`src/design/keyframe_color_ramp_macros.svh`:
```
// Assertion macros shared by the keyframe color ramp design files.
// KFR_ASSERT_ON checks a property at every clock edge outside reset.
// KFR_ASSERT_NEXT checks that a condition is followed in the next cycle by another.
`ifndef KEYFRAME_COLOR_RAMP_MACROS_SVH
`define KEYFRAME_COLOR_RAMP_MACROS_SVH
`ifndef ASSERT_OFF
`define KFR_ASSERT_ON(name, clk, rst, prop) \
   name: assert property (@(posedge clk) disable iff (rst) prop) \
      else $error("keyframe_color_ramp assertion failed");
`define KFR_ASSERT_NEXT(name, clk, rst, ante, cons) \
   name: assert property (@(posedge clk) disable iff (rst) (ante) |=> (cons)) \
      else $error("keyframe_color_ramp assertion failed");
`else
`define KFR_ASSERT_ON(name, clk, rst, prop)
`define KFR_ASSERT_NEXT(name, clk, rst, ante, cons)
`endif
`endif

```
`src/design/kfr_pkg.sv`:
```
package kfr_pkg;

   localparam int TIME_W      = 16;
   localparam int CH_W        = 8;
   localparam int NUM_CH      = 4;
   localparam int COLOR_W     = CH_W * NUM_CH;
   localparam int SLOT_W      = 7;
   localparam int PCT_W       = 7;
   localparam int KEY_W       = 8;
   localparam int STATUS_W    = 2;
   localparam int CSR_IDX_W   = 2;
   localparam int CSR_DATA_W  = 8;
   localparam int LSTART_W    = 7;
   localparam int LEND_W      = 8;

   localparam int REM_STEPS   = TIME_W;
   localparam int REM_CNT_W   = $clog2(REM_STEPS);
   localparam int BLEND_STEPS = CH_W + 1;
   localparam int BLEND_CNT_W = $clog2(BLEND_STEPS);
   localparam int ACC_W       = 2 * CH_W;

   typedef logic [STATUS_W-1:0] status_type;
   typedef logic [COLOR_W-1:0]  color_type;

   localparam logic OP_WRITE = 1'b0;
   localparam logic OP_QUERY = 1'b1;

   localparam status_type ST_OK         = 2'd0;
   localparam status_type ST_EMPTY_SPAN = 2'd1;
   localparam status_type ST_RANGE      = 2'd2;

   localparam logic [CSR_IDX_W-1:0] CSR_PERCENT_MODE = 2'd0;
   localparam logic [CSR_IDX_W-1:0] CSR_LOOP_ENABLE  = 2'd1;
   localparam logic [CSR_IDX_W-1:0] CSR_LOOP_START   = 2'd2;
   localparam logic [CSR_IDX_W-1:0] CSR_LOOP_END     = 2'd3;

   localparam logic [PCT_W-1:0]  PCT_FULL       = 7'd100;
   localparam logic [LEND_W-1:0] LOOP_END_RESET = 8'd1;

   typedef enum logic [2:0] {
      S_IDLE,
      S_DIVIDE,
      S_FETCH,
      S_FETCH_HI,
      S_LOAD,
      S_BLEND,
      S_DONE
   } state_type;

endpackage

```
`src/design/kfr_if.sv`:
```
interface kfr_req_if;
   import kfr_pkg::*;
   logic                valid;
   logic                ready;
   logic                opcode;
   logic [SLOT_W-1:0]   key_slot;
   logic [CH_W-1:0]     key_red;
   logic [CH_W-1:0]     key_green;
   logic [CH_W-1:0]     key_blue;
   logic [CH_W-1:0]     key_alpha;
   logic [TIME_W-1:0]   emitter_time;
   logic [PCT_W-1:0]    life_percent;
   logic [CH_W-1:0]     life_fraction;

   modport source (
      output valid, opcode, key_slot, key_red, key_green, key_blue, key_alpha,
             emitter_time, life_percent, life_fraction,
      input  ready
   );
   modport sink (
      input  valid, opcode, key_slot, key_red, key_green, key_blue, key_alpha,
             emitter_time, life_percent, life_fraction,
      output ready
   );
endinterface

interface kfr_rsp_if;
   import kfr_pkg::*;
   logic                valid;
   logic                ready;
   logic [CH_W-1:0]     out_red;
   logic [CH_W-1:0]     out_green;
   logic [CH_W-1:0]     out_blue;
   logic [CH_W-1:0]     out_alpha;
   logic [STATUS_W-1:0] status;

   modport source (
      output valid, out_red, out_green, out_blue, out_alpha, status,
      input  ready
   );
   modport sink (
      input  valid, out_red, out_green, out_blue, out_alpha, status,
      output ready
   );
endinterface

interface kfr_csr_if;
   import kfr_pkg::*;
   logic                  valid;
   logic                  ready;
   logic [CSR_IDX_W-1:0]  index;
   logic [CSR_DATA_W-1:0] data;

   modport source (output valid, index, data, input ready);
   modport sink   (input valid, index, data, output ready);
endinterface

```
`src/design/keyframe_color_ramp.sv`:
```
// Keyframe color ramp: a table of KEY_COUNT RGBA key colors with a lookup
// that either indexes by emitter time (wrapping or clamping) or blends two
// neighboring keys by lifetime percent.
// The req channel takes one word per item: opcode 0 writes a key color into
// key_slot, opcode 1 queries a color. Every item yields exactly one rsp word;
// a write answers black with status 0.
// The csr channel writes percent_mode, loop_enable, loop_start and loop_end
// by register index; it is always ready and should only be used while idle.
// From acceptance to the rsp word, a write or an early error goes straight
// to the done state; a direct key lookup fetches one key through the single
// key table read port, a percent blend fetches two and then runs the 9-step
// serial blend unit, and a wrapped time lookup first runs the 16-step serial
// remainder unit and then fetches one key if that key is in range.
// One item is in flight at a time; the next word is accepted the cycle after
// the previous result moves into the output register. A stalled receiver
// holds the output register and, behind it, one finished result, and req
// waits.
// Reset (synchronous, active high) clears the control state and sets the
// registers to 0, 0, 0 and 1. The key table is not cleared: a key that was
// never written reads as an unknown color.
`include "keyframe_color_ramp_macros.svh"

module keyframe_color_ramp #(
   parameter int KEY_COUNT = 128
) (
   input  logic       clock,
   input  logic       reset,
   kfr_req_if.sink    req_bus,
   kfr_rsp_if.source  rsp_bus,
   kfr_csr_if.sink    csr_bus
);
   import kfr_pkg::*;

   localparam int IDX_W = $clog2(KEY_COUNT);

   // Configuration registers.
   logic                pct_mode_ff;
   logic                loop_en_ff;
   logic [LSTART_W-1:0] loop_start_ff;
   logic [LEND_W-1:0]   loop_end_ff;

   // Sequencer and item context.
   state_type           state_ff, state_in;
   logic                blend_ff, blend_in;
   logic [CH_W-1:0]     frac_ff, frac_in;
   logic [IDX_W-1:0]    addr_ff, addr_in;
   color_type           k0_ff, k0_in;
   color_type           result_ff, result_in;
   status_type          status_ff, status_in;

   // Key table with one write port and one registered read port.
   color_type           key_mem_ff [KEY_COUNT];
   color_type           rd_data_ff;

   // Output register.
   logic                rsp_valid_ff;
   color_type           rsp_color_ff;
   status_type          rsp_status_ff;

   // Handshake and unit control.
   logic                req_accept;
   logic                csr_write;
   logic                mem_write;
   logic                out_free;
   logic                rsp_load;
   logic                rem_start;
   logic                rem_done;
   logic [KEY_W-1:0]    rem_value;
   logic                blend_start;
   logic                blend_done;
   color_type           blend_color;

   // Decode of an arriving item.
   state_type           launch_state;
   status_type          launch_status;
   logic [KEY_W-1:0]    launch_key;
   logic                launch_blend;
   logic                time_past_end;
   logic                span_empty;
   logic [KEY_W-1:0]    time_key;
   logic                time_key_ok;
   logic [KEY_W-1:0]    span;
   logic [TIME_W-1:0]   dividend;
   logic [KEY_W-1:0]    div_key;
   logic                div_key_ok;

   assign req_accept = req_bus.valid && req_bus.ready;
   assign csr_write  = csr_bus.valid && csr_bus.ready;
   assign out_free   = !rsp_valid_ff || rsp_bus.ready;
   assign mem_write  = req_accept && (req_bus.opcode == OP_WRITE)
                       && (32'(req_bus.key_slot) < 32'(KEY_COUNT));

   assign csr_bus.ready = 1'b1;

   always_ff @(posedge clock) begin
      if (reset) begin
         pct_mode_ff   <= 1'b0;
         loop_en_ff    <= 1'b0;
         loop_start_ff <= '0;
         loop_end_ff   <= LOOP_END_RESET;
      end else if (csr_write) begin
         unique case (csr_bus.index)
            CSR_PERCENT_MODE: pct_mode_ff   <= csr_bus.data[0];
            CSR_LOOP_ENABLE:  loop_en_ff    <= csr_bus.data[0];
            CSR_LOOP_START:   loop_start_ff <= csr_bus.data[LSTART_W-1:0];
            CSR_LOOP_END:     loop_end_ff   <= csr_bus.data[LEND_W-1:0];
            default: ;
         endcase
      end
   end

   // In time mode a wrap happens only at or past loop_end. Below it, and in
   // clamp mode, the key is the time itself or loop_end minus one, so it
   // always fits in KEY_W bits.
   always_comb begin
      time_past_end = req_bus.emitter_time >= {{(TIME_W-LEND_W){1'b0}}, loop_end_ff};
      span_empty    = {1'b0, loop_start_ff} >= loop_end_ff;
      span          = loop_end_ff - {1'b0, loop_start_ff};
      dividend      = req_bus.emitter_time - {{(TIME_W-LSTART_W){1'b0}}, loop_start_ff};
      if (loop_en_ff || !time_past_end) begin
         time_key = req_bus.emitter_time[KEY_W-1:0];
      end else begin
         time_key = loop_end_ff - 1'b1;
      end
      // Clamping with loop_end at zero gives index minus one: out of range.
      time_key_ok = (loop_en_ff || (loop_end_ff != '0))
                    && (32'(time_key) < 32'(KEY_COUNT));
   end

   always_comb begin
      launch_state  = S_DONE;
      launch_status = ST_OK;
      launch_key    = '0;
      launch_blend  = 1'b0;
      if (req_bus.opcode == OP_QUERY) begin
         if (!pct_mode_ff) begin
            if (loop_en_ff && time_past_end) begin
               if (span_empty) begin
                  launch_status = ST_EMPTY_SPAN;
               end else begin
                  launch_state = S_DIVIDE;
               end
            end else if (time_key_ok) begin
               launch_state = S_FETCH;
               launch_key   = time_key;
            end else begin
               launch_status = ST_RANGE;
            end
         end else if (req_bus.life_percent == PCT_FULL) begin
            // Full lifetime picks the last percent key without blending.
            launch_state = S_FETCH;
            launch_key   = {1'b0, PCT_FULL};
         end else if ((32'(req_bus.life_percent) + 32'd1) < 32'(KEY_COUNT)) begin
            launch_state = S_FETCH;
            launch_key   = {1'b0, req_bus.life_percent};
            launch_blend = 1'b1;
         end else begin
            launch_status = ST_RANGE;
         end
      end
   end

   assign div_key    = rem_value + {1'b0, loop_start_ff};
   assign div_key_ok = 32'(div_key) < 32'(KEY_COUNT);

   // Next state.
   always_comb begin
      state_in = state_ff;
      unique case (state_ff)
         S_IDLE: begin
            if (req_bus.valid) state_in = launch_state;
         end
         S_DIVIDE: begin
            if (rem_done) state_in = div_key_ok ? S_FETCH : S_DONE;
         end
         S_FETCH:    state_in = blend_ff ? S_FETCH_HI : S_LOAD;
         S_FETCH_HI: state_in = S_LOAD;
         S_LOAD:     state_in = blend_ff ? S_BLEND : S_DONE;
         S_BLEND: begin
            if (blend_done) state_in = S_DONE;
         end
         S_DONE: begin
            if (out_free) state_in = S_IDLE;
         end
         default: state_in = S_IDLE;
      endcase
   end

   // Sequencer outputs.
   always_comb begin
      req_bus.ready = 1'b0;
      rem_start     = 1'b0;
      blend_start   = 1'b0;
      rsp_load      = 1'b0;
      unique case (state_ff)
         S_IDLE: begin
            req_bus.ready = 1'b1;
            rem_start     = req_bus.valid && (launch_state == S_DIVIDE);
         end
         S_LOAD:  blend_start = blend_ff;
         S_DONE:  rsp_load    = out_free;
         default: ;
      endcase
   end

   // Item context updates.
   always_comb begin
      blend_in  = blend_ff;
      frac_in   = frac_ff;
      addr_in   = addr_ff;
      k0_in     = k0_ff;
      result_in = result_ff;
      status_in = status_ff;
      unique case (state_ff)
         S_IDLE: begin
            if (req_accept) begin
               blend_in  = launch_blend;
               frac_in   = req_bus.life_fraction;
               addr_in   = IDX_W'(launch_key);
               result_in = '0;
               status_in = launch_status;
            end
         end
         S_DIVIDE: begin
            if (rem_done) begin
               addr_in = IDX_W'(div_key);
               if (!div_key_ok) status_in = ST_RANGE;
            end
         end
         S_FETCH: begin
            if (blend_ff) addr_in = addr_ff + 1'b1;
         end
         S_FETCH_HI: k0_in = rd_data_ff;
         S_LOAD: begin
            if (!blend_ff) result_in = rd_data_ff;
         end
         S_BLEND: begin
            if (blend_done) result_in = blend_color;
         end
         default: ;
      endcase
   end

   always_ff @(posedge clock) begin
      if (reset) begin
         state_ff <= S_IDLE;
      end else begin
         state_ff <= state_in;
      end
      blend_ff  <= blend_in;
      frac_ff   <= frac_in;
      addr_ff   <= addr_in;
      k0_ff     <= k0_in;
      result_ff <= result_in;
      status_ff <= status_in;
   end

   always_ff @(posedge clock) begin
      if (mem_write) begin
         key_mem_ff[IDX_W'(req_bus.key_slot)] <= {req_bus.key_alpha, req_bus.key_blue,
                                                 req_bus.key_green, req_bus.key_red};
      end
      rd_data_ff <= key_mem_ff[addr_ff];
   end

   // The wrapped key is (time - loop_start) mod span + loop_start.
   kfr_rem u_rem (
      .clock     (clock),
      .reset     (reset),
      .start     (rem_start),
      .dividend  (dividend),
      .divisor   (span),
      .done      (rem_done),
      .remainder (rem_value)
   );

   kfr_blend u_blend (
      .clock  (clock),
      .reset  (reset),
      .start  (blend_start),
      .frac   (frac_ff),
      .key_lo (k0_ff),
      .key_hi (rd_data_ff),
      .done   (blend_done),
      .color  (blend_color)
   );

   // Output register: loaded from a finished item, emptied when taken.
   always_ff @(posedge clock) begin
      if (reset) begin
         rsp_valid_ff <= 1'b0;
      end else if (rsp_load) begin
         rsp_valid_ff <= 1'b1;
      end else if (rsp_bus.ready) begin
         rsp_valid_ff <= 1'b0;
      end
      if (rsp_load) begin
         rsp_color_ff  <= result_ff;
         rsp_status_ff <= status_ff;
      end
   end

   assign rsp_bus.valid     = rsp_valid_ff;
   assign rsp_bus.out_red   = rsp_color_ff[0*CH_W +: CH_W];
   assign rsp_bus.out_green = rsp_color_ff[1*CH_W +: CH_W];
   assign rsp_bus.out_blue  = rsp_color_ff[2*CH_W +: CH_W];
   assign rsp_bus.out_alpha = rsp_color_ff[3*CH_W +: CH_W];
   assign rsp_bus.status    = rsp_status_ff;

   `KFR_ASSERT_ON(a_error_is_black, clock, reset, (rsp_valid_ff && rsp_status_ff != ST_OK) |-> (rsp_color_ff == '0))
   `KFR_ASSERT_ON(a_rem_done_in_divide, clock, reset, rem_done |-> (state_ff == S_DIVIDE))
   `KFR_ASSERT_ON(a_blend_done_in_blend, clock, reset, blend_done |-> (state_ff == S_BLEND))
   `KFR_ASSERT_NEXT(a_write_answers_black, clock, reset, req_accept && (req_bus.opcode == OP_WRITE), (state_ff == S_DONE) && (result_ff == '0) && (status_ff == ST_OK))

endmodule

```
`src/design/kfr_rem.sv`:
```
module kfr_rem (
   input  logic                         clock,
   input  logic                         reset,
   input  logic                         start,
   input  logic [kfr_pkg::TIME_W-1:0]   dividend,
   input  logic [kfr_pkg::KEY_W-1:0]    divisor,
   output logic                         done,
   output logic [kfr_pkg::KEY_W-1:0]    remainder
);
   import kfr_pkg::*;

   // Restoring remainder: one dividend bit enters the partial remainder per cycle.
   logic                 busy_ff, busy_in;
   logic                 done_ff, done_in;
   logic [REM_CNT_W-1:0] cnt_ff, cnt_in;
   logic [TIME_W-1:0]    dvd_ff, dvd_in;
   logic [KEY_W-1:0]     dsr_ff, dsr_in;
   logic [KEY_W-1:0]     rem_ff, rem_in;
   logic [KEY_W:0]       trial;
   logic [KEY_W:0]       diff;

   always_comb begin
      trial   = {rem_ff, dvd_ff[TIME_W-1]};
      diff    = trial - {1'b0, dsr_ff};
      busy_in = busy_ff;
      done_in = 1'b0;
      cnt_in  = cnt_ff;
      dvd_in  = dvd_ff;
      dsr_in  = dsr_ff;
      rem_in  = rem_ff;
      if (start) begin
         busy_in = 1'b1;
         cnt_in  = '0;
         dvd_in  = dividend;
         dsr_in  = divisor;
         rem_in  = '0;
      end else if (busy_ff) begin
         // The remainder stays below the divisor, so it fits in KEY_W bits.
         rem_in = (trial >= {1'b0, dsr_ff}) ? diff[KEY_W-1:0] : trial[KEY_W-1:0];
         dvd_in = {dvd_ff[TIME_W-2:0], 1'b0};
         cnt_in = cnt_ff + 1'b1;
         if (cnt_ff == REM_CNT_W'(REM_STEPS - 1)) begin
            busy_in = 1'b0;
            done_in = 1'b1;
         end
      end
   end

   always_ff @(posedge clock) begin
      if (reset) begin
         busy_ff <= 1'b0;
         done_ff <= 1'b0;
         cnt_ff  <= '0;
      end else begin
         busy_ff <= busy_in;
         done_ff <= done_in;
         cnt_ff  <= cnt_in;
      end
      dvd_ff <= dvd_in;
      dsr_ff <= dsr_in;
      rem_ff <= rem_in;
   end

   assign done      = done_ff;
   assign remainder = rem_ff;

endmodule

```
`src/design/kfr_blend.sv`:
```
module kfr_blend (
   input  logic                          clock,
   input  logic                          reset,
   input  logic                          start,
   input  logic [kfr_pkg::CH_W-1:0]      frac,
   input  logic [kfr_pkg::COLOR_W-1:0]   key_lo,
   input  logic [kfr_pkg::COLOR_W-1:0]   key_hi,
   output logic                          done,
   output logic [kfr_pkg::COLOR_W-1:0]   color
);
   import kfr_pkg::*;

   // Bit-serial weighted sum, most significant weight bit first:
   // acc = f*key_hi + (256-f)*key_lo, one bit of each weight per cycle.
   logic                   busy_ff, busy_in;
   logic                   done_ff, done_in;
   logic [BLEND_CNT_W-1:0] cnt_ff, cnt_in;
   logic [CH_W:0]          wf_ff, wf_in;
   logic [CH_W:0]          wg_ff, wg_in;
   logic [COLOR_W-1:0]     klo_ff, klo_in;
   logic [COLOR_W-1:0]     khi_ff, khi_in;
   logic [ACC_W-1:0]       acc_ff [NUM_CH];
   logic [ACC_W-1:0]       acc_in [NUM_CH];

   always_comb begin
      busy_in = busy_ff;
      done_in = 1'b0;
      cnt_in  = cnt_ff;
      wf_in   = wf_ff;
      wg_in   = wg_ff;
      klo_in  = klo_ff;
      khi_in  = khi_ff;
      for (int c = 0; c < NUM_CH; c++) begin
         acc_in[c] = acc_ff[c];
      end
      if (start) begin
         busy_in = 1'b1;
         cnt_in  = '0;
         wf_in   = {1'b0, frac};
         wg_in   = {1'b1, {CH_W{1'b0}}} - {1'b0, frac};
         klo_in  = key_lo;
         khi_in  = key_hi;
         for (int c = 0; c < NUM_CH; c++) begin
            acc_in[c] = '0;
         end
      end else if (busy_ff) begin
         for (int c = 0; c < NUM_CH; c++) begin
            acc_in[c] = {acc_ff[c][ACC_W-2:0], 1'b0}
               + (wf_ff[CH_W] ? {{CH_W{1'b0}}, khi_ff[c*CH_W +: CH_W]} : '0)
               + (wg_ff[CH_W] ? {{CH_W{1'b0}}, klo_ff[c*CH_W +: CH_W]} : '0);
         end
         wf_in  = {wf_ff[CH_W-1:0], 1'b0};
         wg_in  = {wg_ff[CH_W-1:0], 1'b0};
         cnt_in = cnt_ff + 1'b1;
         if (cnt_ff == BLEND_CNT_W'(BLEND_STEPS - 1)) begin
            busy_in = 1'b0;
            done_in = 1'b1;
         end
      end
   end

   always_ff @(posedge clock) begin
      if (reset) begin
         busy_ff <= 1'b0;
         done_ff <= 1'b0;
         cnt_ff  <= '0;
      end else begin
         busy_ff <= busy_in;
         done_ff <= done_in;
         cnt_ff  <= cnt_in;
      end
      wf_ff  <= wf_in;
      wg_ff  <= wg_in;
      klo_ff <= klo_in;
      khi_ff <= khi_in;
      for (int c = 0; c < NUM_CH; c++) begin
         acc_ff[c] <= acc_in[c];
      end
   end

   always_comb begin
      for (int c = 0; c < NUM_CH; c++) begin
         color[c*CH_W +: CH_W] = acc_ff[c][ACC_W-1:CH_W];
      end
   end

   assign done = done_ff;

endmodule

```
`src/flat_wrapper.sv`:
```
// flat-port wrapper written by rule: the top's interface ports become plain ports
module keyframe_color_ramp_flat import kfr_pkg::*;
#(
   parameter int KEY_COUNT = 128
)
  (clock, reset, req_bus_valid, req_bus_opcode, req_bus_key_slot, req_bus_key_red, req_bus_key_green, req_bus_key_blue, req_bus_key_alpha, req_bus_emitter_time, req_bus_life_percent, req_bus_life_fraction, req_bus_ready, rsp_bus_valid, rsp_bus_out_red, rsp_bus_out_green, rsp_bus_out_blue, rsp_bus_out_alpha, rsp_bus_status, rsp_bus_ready, csr_bus_valid, csr_bus_index, csr_bus_data, csr_bus_ready);
  kfr_req_if req_bus_i ();
  kfr_rsp_if rsp_bus_i ();
  kfr_csr_if csr_bus_i ();
  input  logic clock;
  input  logic reset;
  input wire logic [$bits(req_bus_i.valid)-1:0] req_bus_valid;
  input wire logic [$bits(req_bus_i.opcode)-1:0] req_bus_opcode;
  input wire logic [$bits(req_bus_i.key_slot)-1:0] req_bus_key_slot;
  input wire logic [$bits(req_bus_i.key_red)-1:0] req_bus_key_red;
  input wire logic [$bits(req_bus_i.key_green)-1:0] req_bus_key_green;
  input wire logic [$bits(req_bus_i.key_blue)-1:0] req_bus_key_blue;
  input wire logic [$bits(req_bus_i.key_alpha)-1:0] req_bus_key_alpha;
  input wire logic [$bits(req_bus_i.emitter_time)-1:0] req_bus_emitter_time;
  input wire logic [$bits(req_bus_i.life_percent)-1:0] req_bus_life_percent;
  input wire logic [$bits(req_bus_i.life_fraction)-1:0] req_bus_life_fraction;
  output wire logic [$bits(req_bus_i.ready)-1:0] req_bus_ready;
  output wire logic [$bits(rsp_bus_i.valid)-1:0] rsp_bus_valid;
  output wire logic [$bits(rsp_bus_i.out_red)-1:0] rsp_bus_out_red;
  output wire logic [$bits(rsp_bus_i.out_green)-1:0] rsp_bus_out_green;
  output wire logic [$bits(rsp_bus_i.out_blue)-1:0] rsp_bus_out_blue;
  output wire logic [$bits(rsp_bus_i.out_alpha)-1:0] rsp_bus_out_alpha;
  output wire logic [$bits(rsp_bus_i.status)-1:0] rsp_bus_status;
  input wire logic [$bits(rsp_bus_i.ready)-1:0] rsp_bus_ready;
  input wire logic [$bits(csr_bus_i.valid)-1:0] csr_bus_valid;
  input wire logic [$bits(csr_bus_i.index)-1:0] csr_bus_index;
  input wire logic [$bits(csr_bus_i.data)-1:0] csr_bus_data;
  output wire logic [$bits(csr_bus_i.ready)-1:0] csr_bus_ready;
  assign req_bus_i.valid = req_bus_valid;
  assign req_bus_i.opcode = req_bus_opcode;
  assign req_bus_i.key_slot = req_bus_key_slot;
  assign req_bus_i.key_red = req_bus_key_red;
  assign req_bus_i.key_green = req_bus_key_green;
  assign req_bus_i.key_blue = req_bus_key_blue;
  assign req_bus_i.key_alpha = req_bus_key_alpha;
  assign req_bus_i.emitter_time = req_bus_emitter_time;
  assign req_bus_i.life_percent = req_bus_life_percent;
  assign req_bus_i.life_fraction = req_bus_life_fraction;
  assign req_bus_ready = req_bus_i.ready;
  assign rsp_bus_valid = rsp_bus_i.valid;
  assign rsp_bus_out_red = rsp_bus_i.out_red;
  assign rsp_bus_out_green = rsp_bus_i.out_green;
  assign rsp_bus_out_blue = rsp_bus_i.out_blue;
  assign rsp_bus_out_alpha = rsp_bus_i.out_alpha;
  assign rsp_bus_status = rsp_bus_i.status;
  assign rsp_bus_i.ready = rsp_bus_ready;
  assign csr_bus_i.valid = csr_bus_valid;
  assign csr_bus_i.index = csr_bus_index;
  assign csr_bus_i.data = csr_bus_data;
  assign csr_bus_ready = csr_bus_i.ready;
  keyframe_color_ramp #(.KEY_COUNT(KEY_COUNT)) u_core (.clock(clock), .reset(reset), .req_bus(req_bus_i), .rsp_bus(rsp_bus_i), .csr_bus(csr_bus_i));
endmodule
```
`config.mk`:
```
export PLATFORM = sky130hd
export DESIGN_NAME = keyframe_color_ramp_flat
export DESIGN_NICKNAME = d
export VERILOG_FILES = /design/src/design/kfr_pkg.sv /design/src/design/kfr_if.sv /design/src/design/keyframe_color_ramp.sv /design/src/design/kfr_rem.sv /design/src/design/kfr_blend.sv /design/src/flat_wrapper.sv
export VERILOG_INCLUDE_DIRS = /design/src /design/src/design
export SDC_FILE = /design/constraint.sdc
export NUM_CORES = 2
export LEC_CHECK = 0
export ABC_CLOCK_PERIOD_IN_PS = 4900
export BUFFER_PORTS_ARGS = -buffer_cell sky130_fd_sc_hd__buf_2
export CORE_MARGIN = 2
export CORE_UTILIZATION = 49
export DETAILED_ROUTE_END_ITERATION = 10
export SYNTH_ARGS = -nofsm -noshare
export SYNTH_HDL_FRONTEND = slang
export SYNTH_MEMORY_MAX_BITS = 65536
export SYNTH_SLANG_ARGS = --single-unit
```
`constraint.sdc`:
```
create_clock -name clock -period 4.9 [get_ports clock]
set_input_delay 0.49 -clock clock [delete_from_list [all_inputs] [get_ports clock]]
set_output_delay 0.49 -clock clock [all_outputs]
set_load 0.005 [all_outputs]
```
==> qor.yml <==
timing:
  fmax_ghz: 0.236
  final_max_slew_viol_count: 0
  fin_worst_skew_ns: 0.0840
  rsz0062_at_grt: "false"
  tightest_slew_ns: 1.43
  relSlewSlack_pct: 4.70
  layout_setup_ws_ns: 0.671
  worst_hold_slack_ns: 0.0440
  tns_ns: 0
  fin_crit_sh_pct: 86.3
  min_period_ns: 4.23
  hold_violations: 0
  setup_violations: 0
cts:
  cts_buffer_depth: 4
  tritoncts: "done"
  post_cts_resized: 0
  clk_pin_slew_ns: 0.06
  clock-sinks: 4454
  cts_buffers: 451
  htree_levels: 5
  root_buffer: "clkbuf_16"
  clock_latency_ns: 1.03
floorplanning:
  rows: 219
  start_util_pct: 49.2
  die_h_um: 602
  fp.dieArea_um2: 362000
  coreArea_um2: 356000
  ios: 123
  die-width_um: 602
synth:
  synthDistinctLibCells: 83
  synth_fp_nets: 8999
  syn_avg_cell_area_um2: 19.9
  synthFlopType: "edfxtp_1"
  synth_edf_count: 4316
  async_flop_share_pct: 0
  yosys-top-cells-area: "edfxtp_1 (74%), mux4_2 (11%), mux2i_1 (3.3%), dfxtp_1 (1.6%), nor2_1 (0.84%)"
  syn-instance-count: 8798
  ys_seq_area_share_pct: 75.6
  syn-cell-area_um2: 175000
  ys_ff_latch: 4454
  yosysTopAreaCell: "edfxtp_1"
  yosysTopAreaCellShare_pct: 74.0
  ys_warn_count: 0
routing:
  post_drt_wl_per_cell_um: 36.4
  drt-initial-drc-count: 14471
  ant_nets: 0
  drc: 0
  num_vias: 93244
  vias_per_cell: 6.40
  totalWireLength_um: 530000
  first_pass_iters: 5
place:
  place_ws_ns: 0.794
  port_buffers: 121
  gp_congestion: 0.903
  place_hpwl_um: 315000
critical_path:
  slowest_stage: "o41ai_1"
  rrSetupSlack_ns: 0.67
  crit_type: "flip-flop to flip-flop"
  crit_path_max_incr_delay_ns: 0.90
  worstPathBufferInverterCount: 4
  endpoint_kind: "flip-flop"
  crit_fanout: 63
  path_cells: "buf_12, buf_12, buf_12, mux4_2, mux2i_1, a221oi_1, buf_4, o41ai_1, o21ai_0"
  worst-endpoint-arrival_ns: 4.98
  start_kind: "flip-flop"
  crit_required_ns: 5.65
  crit_top_cell: "buf_12"
  r2r_cells: 9
  crit_family: "compound AO/OA/AOI/OAI gates"
  reg2reg_from: "u_core.addr_ff[0]$_DFFE_PP_"
  regToRegEndpoint: "u_core.rd_data_ff[15]$_DFF_P_"
power_and_ir_drop:
  power_density_nw_per_um2: 555
  peakVddDrop_uv: 686
  power_leakage_nw: 64.3
final_layout:
  seq_area_um2: 132000
  nNetsFinal: 9607
  mostFrequentLayoutCells: "edfxtp_1 (4316), mux4_2 (848), mux2i_1 (575), clkbuf_16 (454), buf_4 (372)"
  multi_input_area_um2: 40700
  drive_gt1_share_pct: 23.2
  fillers: 26459
  area_growth_pct: 14.3
  mostFrequentLayoutCell: "edfxtp_1"
global_routing:
  grt_use_total_pct: 29.0
  grt_pass1_wl_um: 732000
  antenna_found_initial: 56
  grt_pass1_vias: 92280
  grt_max_degree: 129
  overflow: 0
hold_path:
  min-delay-start: "req_bus_key_blue[7]"
  min_to: "u_core.key_mem_ff[93][23]$_DFFE_PP_"
  hold_depth: 1
  hold_path_class: "input pin to flip-flop"
run:
  maxCapViolations: 0
status:
  status: "finished clean"
==> registers in the layout, summed over array words and instances, names as in the netlist, 3 cells and up <==
name,count
u_core.u_blend.wg_ff,8
u_core.result_ff,32
u_core.u_rem.remainder,8
u_core.frac_ff,8
u_core.rsp_color_ff,32
u_core.u_blend.klo_ff,32
u_core.rd_data_ff,32
u_core.loop_start_ff,7
u_core.u_blend.wf_ff,9
u_core.u_blend.acc_ff,64
u_core.u_blend.cnt_ff,4
u_core.k0_ff,32
u_core.key_mem_ff,4096
u_core.u_rem.dsr_ff,8
u_core.u_blend.khi_ff,32
u_core.addr_ff,7
u_core.state_ff,3
u_core.loop_end_ff,8
u_core.u_rem.dvd_ff,16
u_core.u_rem.cnt_ff,4
==> stage by stage <==
| stage | util [%] | cells | area (µm²) | total power, mW |
|---|---|---|---|---|
| 6_report | 56.2 | 14559 | 200000 | 111 |
| 5_1_grt | 56.2 | 14542 | 200000 | 114 |
| 2_1_floorplan | - | 8798 | 175000 | 63.6 |
| 3_5_place_dp | 52.1 | 13666 | 185000 | 77.7 |
| 4_1_cts | 56.2 | 14538 | 200000 | 111 |
| 3_3_place_gp | 52.1 | 13664 | 185000 | 77.4 |
==> synthesized netlist by cell type (11+ instances only) <==
| cell | count |
|---|---|
| a22o_1 | 35 |
| nor2b_1 | 42 |
| o221ai_1 | 166 |
| or2_2 | 11 |
| o21a_1 | 34 |
| mux2i_1 | 575 |
| buf_6 | 52 |
| o22ai_1 | 94 |
| a211oi_1 | 69 |
| mux2_2 | 27 |
| and2_1 | 34 |
| fa_1 | 36 |
| nor2_1 | 391 |
| a21oi_1 | 214 |
| a221oi_1 | 17 |
| nand3_1 | 66 |
| a22oi_1 | 27 |
| a31oi_1 | 24 |
| a2111oi_0 | 26 |
| a21o_1 | 22 |
| mux4_2 | 848 |
| o211ai_1 | 21 |
| o21bai_1 | 18 |
| xor2_1 | 33 |
| inv_1 | 141 |
| buf_2 | 80 |
| nand2b_1 | 23 |
| buf_1 | 31 |
| xnor2_1 | 60 |
| o311ai_0 | 15 |
| buf_4 | 74 |
| nand2_1 | 278 |
| clkbuf_1 | 228 |
| nor4_1 | 16 |
| ha_1 | 79 |
| edfxtp_1 | 4316 |
| nor3_1 | 74 |
| dfxtp_1 | 138 |
| nand4_1 | 23 |
| and3_1 | 15 |
| o31ai_1 | 15 |
| o21ai_0 | 173 |
==> worst max path at each step <==
stage	cells after the start	start	slack, ns	end
6_report	9	u_core.addr_ff[0]$_DFFE_PP_	0.67	u_core.rd_data_ff[15]$_DFF_P_
5_1_grt	9	u_core.addr_ff[0]$_DFFE_PP_	0.61	u_core.rd_data_ff[28]$_DFF_P_
4_1_cts	9	u_core.addr_ff[0]$_DFFE_PP_	0.74	u_core.rd_data_ff[28]$_DFF_P_
3_5_place_dp	9	u_core.addr_ff[0]$_DFFE_PP_	0.79	u_core.rd_data_ff[28]$_DFF_P_
3_3_place_gp	9	u_core.addr_ff[0]$_DFFE_PP_	0.77	u_core.rd_data_ff[28]$_DFF_P_
2_1_floorplan	4	u_core.state_ff[0]$_SDFFE_PP0P_	1.07	u_core.result_ff[0]$_DFFE_PP_
==> report_power, final <==
part	switching [mW]	total, mW	leakage (nW)	internal [mW]
Clock	14.6	33.8	7.03	19.2
Sequential	1.18	44.1	40.0	42.9
Combinational	20.9	33.3	17.3	12.4
==> worst reg2reg max path, cell delays in order, from the launching register on <==
cell and delay, ns:
edfxtp_1 0.44, buf_12 0.23, buf_12 0.24, buf_12 0.49, mux4_2 0.69, mux2i_1 0.19
a221oi_1 0.12, buf_4 0.21, o41ai_1 0.91, o21ai_0 0.46
==> cells by family after synthesis <==
kind of cell / Yosys count / share of synthesized area [%]
flops: 4454 / 75.6
mux: 1456 / 14.5
compound gates: 1056 / 4.15
simple gates: 1005 / 2.56
buf+inv: 618 / 1.83
fa+ha+maj: 115 / 0.976
xor+xnor: 93 / 0.465
other cells: 1 / 0.00214
==> layer usage <==
metal	global-route usage [%]	part of all wire [%]	vias to the layer above
met4	11.9	4.6	18
met3	6.44	11	971
met5	0	0.025	-
met2	45.9	47	5345
li1	-	-	37523
met1	39.3	38	49387
==> what timing repair did <==
action                     4_1_cts  5_1_grt
hold buffers                    38        0
setup endpoints to repair        0        0
hold endpoints to repair        61        0
buffers inserted                 0        0
==> final cells by class <==
cell class                 count  share of cell area (%)
sequential                  4454                    66.1
clock buffer                 557                    5.91
multi-input combinational   3726                    20.3
inverter                     144                   0.277
timing repair buffer         629                    3.10
tap                         4751                    2.97
antenna                       21                  0.0262
clock inverter               277                    1.29
No activity file was read; power rests on OpenSTA's default activity.
